==> src/design/q2e_pkg.sv <==
// Shared constants, types and helpers for the quaternion to Euler angle core.
package q2e_pkg;

  localparam int QW                = 16;  // input component width, Q2.14
  localparam int PW                = 32;  // 16x16 product width
  localparam int TW                = 34;  // matrix term width, Q28
  localparam int NW                = 58;  // square root working width
  localparam int CW                = 44;  // CORDIC x/y width
  localparam int AW                = 34;  // CORDIC angle width, pi = 2^31
  localparam int BW                = AW - 16;  // angle after rounding to 16 fraction bits
  localparam int AngW              = 16;  // output angle width
  localparam int SQ_STEPS          = 29;  // root bits for an argument up to 2^56
  localparam int NORM_STEPS        = 6;   // shifts 32,16,8,4,2,1
  localparam int NORM_TOP          = 41;  // normalized magnitude sits in [2^40, 2^41)
  localparam int CORDIC_STAGES_DEF = 16;
  localparam int TAB_DEPTH         = 24;

  localparam logic signed [TW-1:0] ONE_Q28   = TW'(64'sd268435456);
  localparam logic signed [TW-1:0] M_ONE_Q28 = -ONE_Q28;
  localparam logic [NW-1:0]        SQ_ONE    = NW'(1) << 56;
  localparam logic signed [AW-1:0] ACC_PI    = AW'(1) << 31;
  localparam logic signed [BW-1:0] PITCH_MAX = BW'(16384);
  localparam logic signed [BW-1:0] PITCH_MIN = -PITCH_MAX;
  localparam logic [15:0]          THR_RESET = 16'd1;

  // atan(2^-i) with pi = 2^31
  localparam logic [31:0] ATAN_TAB [TAB_DEPTH] = '{
    32'h20000000, 32'h12E4051E, 32'h09FB385B, 32'h051111D4, 32'h028B0D43, 32'h0145D7E1,
    32'h00A2F61E, 32'h00517C55, 32'h0028BE53, 32'h00145F2F, 32'h000A2F98, 32'h000517CC,
    32'h00028BE6, 32'h000145F3, 32'h0000A2FA, 32'h0000517D, 32'h000028BE, 32'h0000145F,
    32'h00000A30, 32'h00000518, 32'h0000028C, 32'h00000146, 32'h000000A3, 32'h00000051
  };

  typedef struct packed {
    logic signed [QW-1:0] quat_w;
    logic signed [QW-1:0] quat_x;
    logic signed [QW-1:0] quat_y;
    logic signed [QW-1:0] quat_z;
  } quat_t;

  typedef struct packed {
    logic signed [AngW-1:0] roll_angle;
    logic signed [AngW-1:0] pitch_angle;
    logic signed [AngW-1:0] yaw_angle;
    logic                   gimbal_locked;
  } euler_t;

  // root iteration state
  typedef struct packed {
    logic [NW-1:0] n;
    logic [NW-1:0] res;
  } sq_t;

  // terms riding along with the root iterations
  typedef struct packed {
    logic signed [TW-1:0] roll_y;
    logic signed [TW-1:0] roll_x;
    logic signed [TW-1:0] yaw_y;
    logic signed [TW-1:0] yaw_x;
    logic signed [TW-1:0] s;
    logic                 normal;
  } sq_side_t;

  typedef struct packed {
    logic signed [CW-1:0] x;
    logic signed [CW-1:0] y;
    logic signed [AW-1:0] acc;
    logic                 zero;
  } cordic_t;

  // round to nearest, half up, keeping 16 fraction bits fewer
  function automatic logic signed [BW-1:0] to_bangle(input logic signed [AW-1:0] acc);
    logic signed [AW-1:0] t;
    t = acc + AW'(32768);
    return t[AW-1:16];
  endfunction

endpackage

==> src/design/q2e_sqrt_cell.sv <==
// One restoring square root step, one result bit, with side terms in tow.
module q2e_sqrt_cell #(
  parameter int STEP = 0
) (
  input  logic              clk,
  input  logic              en,
  input  q2e_pkg::sq_t      d_i,
  input  q2e_pkg::sq_side_t side_i,
  output q2e_pkg::sq_t      d_o,
  output q2e_pkg::sq_side_t side_o
);
  import q2e_pkg::*;

  localparam logic [NW-1:0] BIT = NW'(1) << (2 * (SQ_STEPS - 1 - STEP));

  logic [NW-1:0] trial;

  assign trial = d_i.res + BIT;

  always_ff @(posedge clk) begin
    if (en) begin
      side_o <= side_i;
      if (d_i.n >= trial) begin
        d_o.n   <= d_i.n - trial;
        d_o.res <= (d_i.res >> 1) + BIT;
      end else begin
        d_o.n   <= d_i.n;
        d_o.res <= d_i.res >> 1;
      end
    end
  end

endmodule

==> config.mk <==
export PLATFORM = sky130hd
export DESIGN_NAME = q2e_sqrt_cell
export DESIGN_NICKNAME = d
export VERILOG_FILES = /design/src/design/q2e_pkg.sv /design/src/design/q2e_sqrt_cell.sv
export SDC_FILE = /design/constraint.sdc
export NUM_CORES = 1
export LEC_CHECK = 0
export BUFFER_PORTS_ARGS = -buffer_cell sky130_fd_sc_hd__clkbuf_2
export CAP_MARGIN = 10
export CORE_AREA = 2 2 222 224
export DETAILED_ROUTE_END_ITERATION = 8
export DIE_AREA = 0 0 224 226
export HOLD_SLACK_MARGIN = 0.08
export MAX_ROUTING_LAYER = met4
export PLACE_DENSITY = 0.51
export SLEW_MARGIN = 20
export SYNTH_ARGS = -nofsm -noshare
export SYNTH_HDL_FRONTEND = slang
export SYNTH_SLANG_ARGS = --single-unit
==> constraint.sdc <==
create_clock -name clk -period 3.6 [get_ports clk]
set_clock_uncertainty 0.1 [all_clocks]
set_input_delay 0.54 -clock clk [delete_from_list [all_inputs] [get_ports clk]]
set_output_delay 0.54 -clock clk [all_outputs]
set_load 0.02 [all_outputs]
# Word level (Yosys, flattened, before mapping)
# Index checks and enable logic that the tools add are counted.
# W data, S select, Z words.
op_classes:
  addsub: 3
  mux: 1
  magnitude_cmp: 1
op_table:
  columns: ["cell", "count"]
  rows:
  - ["$mux W116", 1]
  - ["$add A57 B57 Y58 const B", 1]
  - ["$add A58 B57 Y58 const B", 1]
  - ["$ge A58 B58 Y1", 1]
  - ["$sub A58 B58 Y58", 1]
totals:
  in_bits: 289
  wordCells: 14
  regBits: 287
  output_inout_bits: 287

# Longest topological paths before layout
logic_depth:
  word_depth: 3
  mapped_depth: 15

# Least setup slack after synthesis
# OpenSTA, ideal clock, no wires.
synth_timing:
  path_kind: "input -> register"
  from: "input d_i[58] (netlist name)"
  to: "register d_o[104] (netlist name) (data pin)"
  n_path_buf: 1
  arrival_time_ns: 3.364
  setup_time_ns: 0.262
  path_slack_ns: -0.126
  stages: 15
  cell_sequence: "inv_1 -> ha_1 -> inv_1 -> fa_1 -> a21o_1 -> a221oi_2 -> or3_1 -> a211o_2 -> a211oi_2 -> o21ai_1 -> nand2_1 -> a31o_4 -> a31oi_4 -> buf_6 -> mux2_1"
synth_between:
  elab_chain_cells: 2
synth_rtl:
  columns: ["item", "line", "text"]
  rows:
  - ["from (decl)", "q2e_sqrt_cell.sv:7", "input q2e_pkg::sq_t d_i,"]
  - ["$sub A58 B58 Y58 or $ge A58 B58 Y1 (tied branches)", "q2e_sqrt_cell.sv:24, q2e_sqrt_cell.sv:23", null]
  - ["$mux W116 (*)", "q2e_sqrt_cell.sv:23", "if (d_i.n >= trial) begin"]
  - ["to (decl)", "q2e_sqrt_cell.sv:9", "output q2e_pkg::sq_t d_o,"]
# Mark *: on every way between the ends. The rest lies on a longest branch, timed or not.
# A chain may end at the register's enable or synchronous reset.

# Worst setup path in the final report
layout_timing:
  from: "input d_i[24] (netlist name)"
  to: "register d_o[106] (netlist name) (data pin)"
layout_between:
  elab_chain_cells: 3
layout_rtl:
  columns: ["item", "line", "text"]
  rows:
  - ["$add A58 B57 Y58 (*)", "q2e_sqrt_cell.sv:18", "assign trial = d_i.res + BIT;"]
  - ["$sub A58 B58 Y58 or $ge A58 B58 Y1 (tied branches)", "q2e_sqrt_cell.sv:24, q2e_sqrt_cell.sv:23", null]
  - ["$mux W116 (*)", "q2e_sqrt_cell.sv:23", null]
# Marked as above.

==> key figures <==
Setup path
  – Critical Path Source Type: primary input
  – Type of the worst setup path: primary input to flop
  – Crit path arrival time: 3.71 ns
  – Crit path capture type: flop
  – End of the critical path: d_o[106]
  – Top fanout value on the critical path: 3
  – Worst Path Required: 3.81 ns
  – Critical path launch point: d_i[24]

Placed design
  – Post-detail-place hpwl: 44.2 mm
  – Routability congestion estimate from global placement: 0.875
  – Worst slack at placement: -0.403 ns
  – Port Buffers: 575

Clock network
  – Root Driver: clkbuf_16
  – Bufs on Longest Clock Path: 3
  – TritonCTS clock tree: done
  – TritonCTS Buffers: 38
  – Clock edge transition at the registers on the reported setup and hold paths: 0.06 ns
  – Number of clock sinks: 287
  – CTS H-tree lvls: 2

Routing
  – First-pass DRT Iterations: 5
  – Detail-routed via count per cell: 4.50
  – Via total after detailed routing: 11,441
  – Number of DRC markers after the initial detailed-route iteration: 618
  – Overall routed net length: 56.9 mm
  – Number of nets with antenna violations after detailed routing: 0
  – Drt wl/cell: 22.4 um
  – Residual DRC count: 0

Synthesis
  – Gate Count Post-Synth: 931
  – Summed instance area of the synthesized netlist: 13,200 um2
  – Area share of fa/ha/maj cells after synthesis: 5.63%
  – Leading register cell type out of synthesis: edfxtp_1
  – Xor/xnor share of the synthesized area: 3.70%
  – Sequential element share of the synthesized area: 65.1%
  – Count of unique library cells instantiated by Yosys: 62
  – Top-count cell post-synth: edfxtp_1
  – Most area-consuming cells after synthesis: edfxtp_1, mux2_4, ha_1
  – Yosys warns: 0
  – Mapped Nets: 1,279
  – Synthesized flop and latch total: 287
  – Proportion of synthesized flip-flops having asynchronous set or reset: 0%
  – Fraction of synthesized cell area taken by the top area cell type: 65.1%
  – Compound-Gate Fraction of Synth Area: 9.70%
  – Combinational family with the most area after synthesis: compound AO/OA/AOI/OAI gates
  – Cell type with the largest total area after synthesis: edfxtp_1
  – Commonest cells in the synthesized netlist: edfxtp_1, a21oi_1, inv_1
  – Number of enable-type register cells in the synthesized netlist: 287
  – Synthesized-area fraction occupied by and/or/nand/nor cells: 6.09%
  – Avg Inst Size Synth: 14.2 um2
  – Mux cell area share after synthesis: 6.43%

Global routing
  – All-Layer GR Usage: 22.2%
  – Maximum number of pins on one net before global-route repair: 82
  – Initial antenna violation count: 16
  – Congestion Overflow GR: 0
  – First-pass GRT wire length: 78.9 mm
  – Via count of the first global-routing pass: 11,718

Die
  – Effective utilization at floorplan: 27.4%
  – Die boundary height: 226 um
  – Area of the core: 48,300 um2
  – Standard-cell row count: 81
  – Num ports: 576
  – DIE AREA: 50,600 um2
  – Die X: 224 um

Pwr
  – Static power due to leakage: 9.78 nW
  – Worst IR drop on VDD: 0.269 mV
  – Total power after layout: 10.7 mW
  – Ratio of total power to cell area: 496 nW/um2

Worst hold path
  – Path class of the lowest-slack min-delay path: primary input to flop
  – Hold_sp: side_i[38]

STA
  – Maximum clock frequency: 286 MHz
  – Minimum clock period after layout: 3.50 ns
  – Relative slew slack: 61.6%
  – Setup WS post-layout: 0.104 ns
  – Count of final setup violators: 0
  – Least-Margin Pin Slew: 0.576 ns
  – Endpoints failing hold: 0
  – Final setup TNS: 0 ns
  – Slew Viols, Final: 0
  – Fin crit share: 97.1%

Flow run
  – Max-cap violations: 0

Run status
  – Run status: complete, no violations

Finish
  – Growth of design area from synthesis to finish: 62.5%
  – Fraction of final layout cells with drive strength greater than 1: 46.1%
  – Net count of the finished layout: 2,226
[layout by cell type (no fill, tap or decap), types with 4 or more instances in the layout]
cell type / Yosys / final
a21oi_1: 74 / 69
ha_1: 58 / 56
clkbuf_16: 0 / 42
buf_4: 0 / 150
a21oi_2: 0 / 5
clkinvlp_4: 0 / 4
nor2b_1: 9 / 7
diode_2: 0 / 15
clkbuf_2: 1 / 574
buf_12: 0 / 5
clkbuf_1: 26 / 5
dlygate4sd3_1: 0 / 208
nand3_1: 16 / 16
inv_1: 71 / 69
nand2_1: 49 / 49
nand4_1: 20 / 20
o21bai_1: 12 / 11
edfxtp_1: 287 / 287
xor2_1: 22 / 22
a21o_1: 28 / 28
and2_1: 4 / 4
nor3_1: 14 / 13
clkinv_2: 0 / 7
xnor2_1: 34 / 34
and3_1: 6 / 6
nor2_1: 29 / 28
mux2_4: 54 / 55
clkinv_1: 0 / 4
o21ai_1: 1 / 6
bufinv_16: 0 / 5
a31oi_1: 8 / 6
o21ai_0: 39 / 33
[flip-flops by register name, indices dropped and copies added, names as in the netlist]
name    cells
d_o       116
side_o    171
[per-layer routing]
| metal | track usage (%) | routed length [um] |
|---|---|---|
| met1 | 25.7 | 23300 |
| met2 | 36.8 | 27800 |
| met3 | 6.78 | 4010 |
| met4 | 7.31 | 1770 |
| met5 | - | 0 |
[stage by stage]
step | area [um2] | utilization, % | hold slack (ns) | std cells
global route | 21500 | 44.5 | 0.0911 | 2542
finish | 21500 | 44.5 | 0.105 | 2543
CTS | 21300 | 44.0 | 0.0832 | 2519
floorplan | 13300 | - | 0.539 | 931
global placement | 17900 | 37.1 | 0.617 | 2243
detailed placement | 17900 | 37.1 | 0.619 | 2243
[report_power, final]
| part | leakage [nW] | switching (mW) | internal [mW] |
|---|---|---|---|
| registers | 2.81 | 0.102 | 4.06 |
| logic | 6.35 | 1.44 | 1.16 |
| clock network | 0.614 | 1.55 | 2.35 |
[worst min path at each step]
stage	slack (ns)	depth (start not counted)	endpoint
4_1_cts	0.08	1	side_o[25]
5_1_grt	0.09	1	d_o[5]
2_1_floorplan	0.54	0	d_o[0]
3_3_place_gp	0.62	1	side_o[118]
6_report	0.10	1	side_o[38]
3_5_place_dp	0.62	1	side_o[88]
[kinds of logic after synthesis]
logic type               after synthesis
flip-flops                           287
adder cells (fa/ha/maj)               59
XOR/XNOR                              56
AND/OR/NAND/NOR                      163
AO/OA/AOI/OAI                        202
buffers and inverters                106
multiplexers                          58
[final cells by class]
type,count,area [um2]
Tap cell,622,778
Sequential cell,287,8620
Multi-Input combinational cell,538,4270
Inverter,71,267
Clock buffer,44,995
Antenna cell,15,37.5
Clock inverter,24,280
Timing Repair Buffer,942,6280
Fill cell,4580,26800
[critical path: stages]
cell,delay [ns]
dlygate4sd3_1,0.52
clkbuf_2,0.12
inv_1,0.04
ha_1,0.23
a21oi_1,0.16
o21ai_0,0.13
a221o_1,0.37
a31oi_2,0.25
o21ai_1,0.09
a221o_1,0.32
a211o_1,0.35
a31oi_1,0.22
xnor2_1,0.08
mux2_4,0.26
[what timing repair did]
action,4_1_cts,5_1_grt
hold buffers,208,0
resized for setup,0,26
endpoints found under the hold margin,208,0
setup buffers,0,6
endpoints found under the setup margin,0,56
Note: power is estimated with default switching activity, not from simulation.
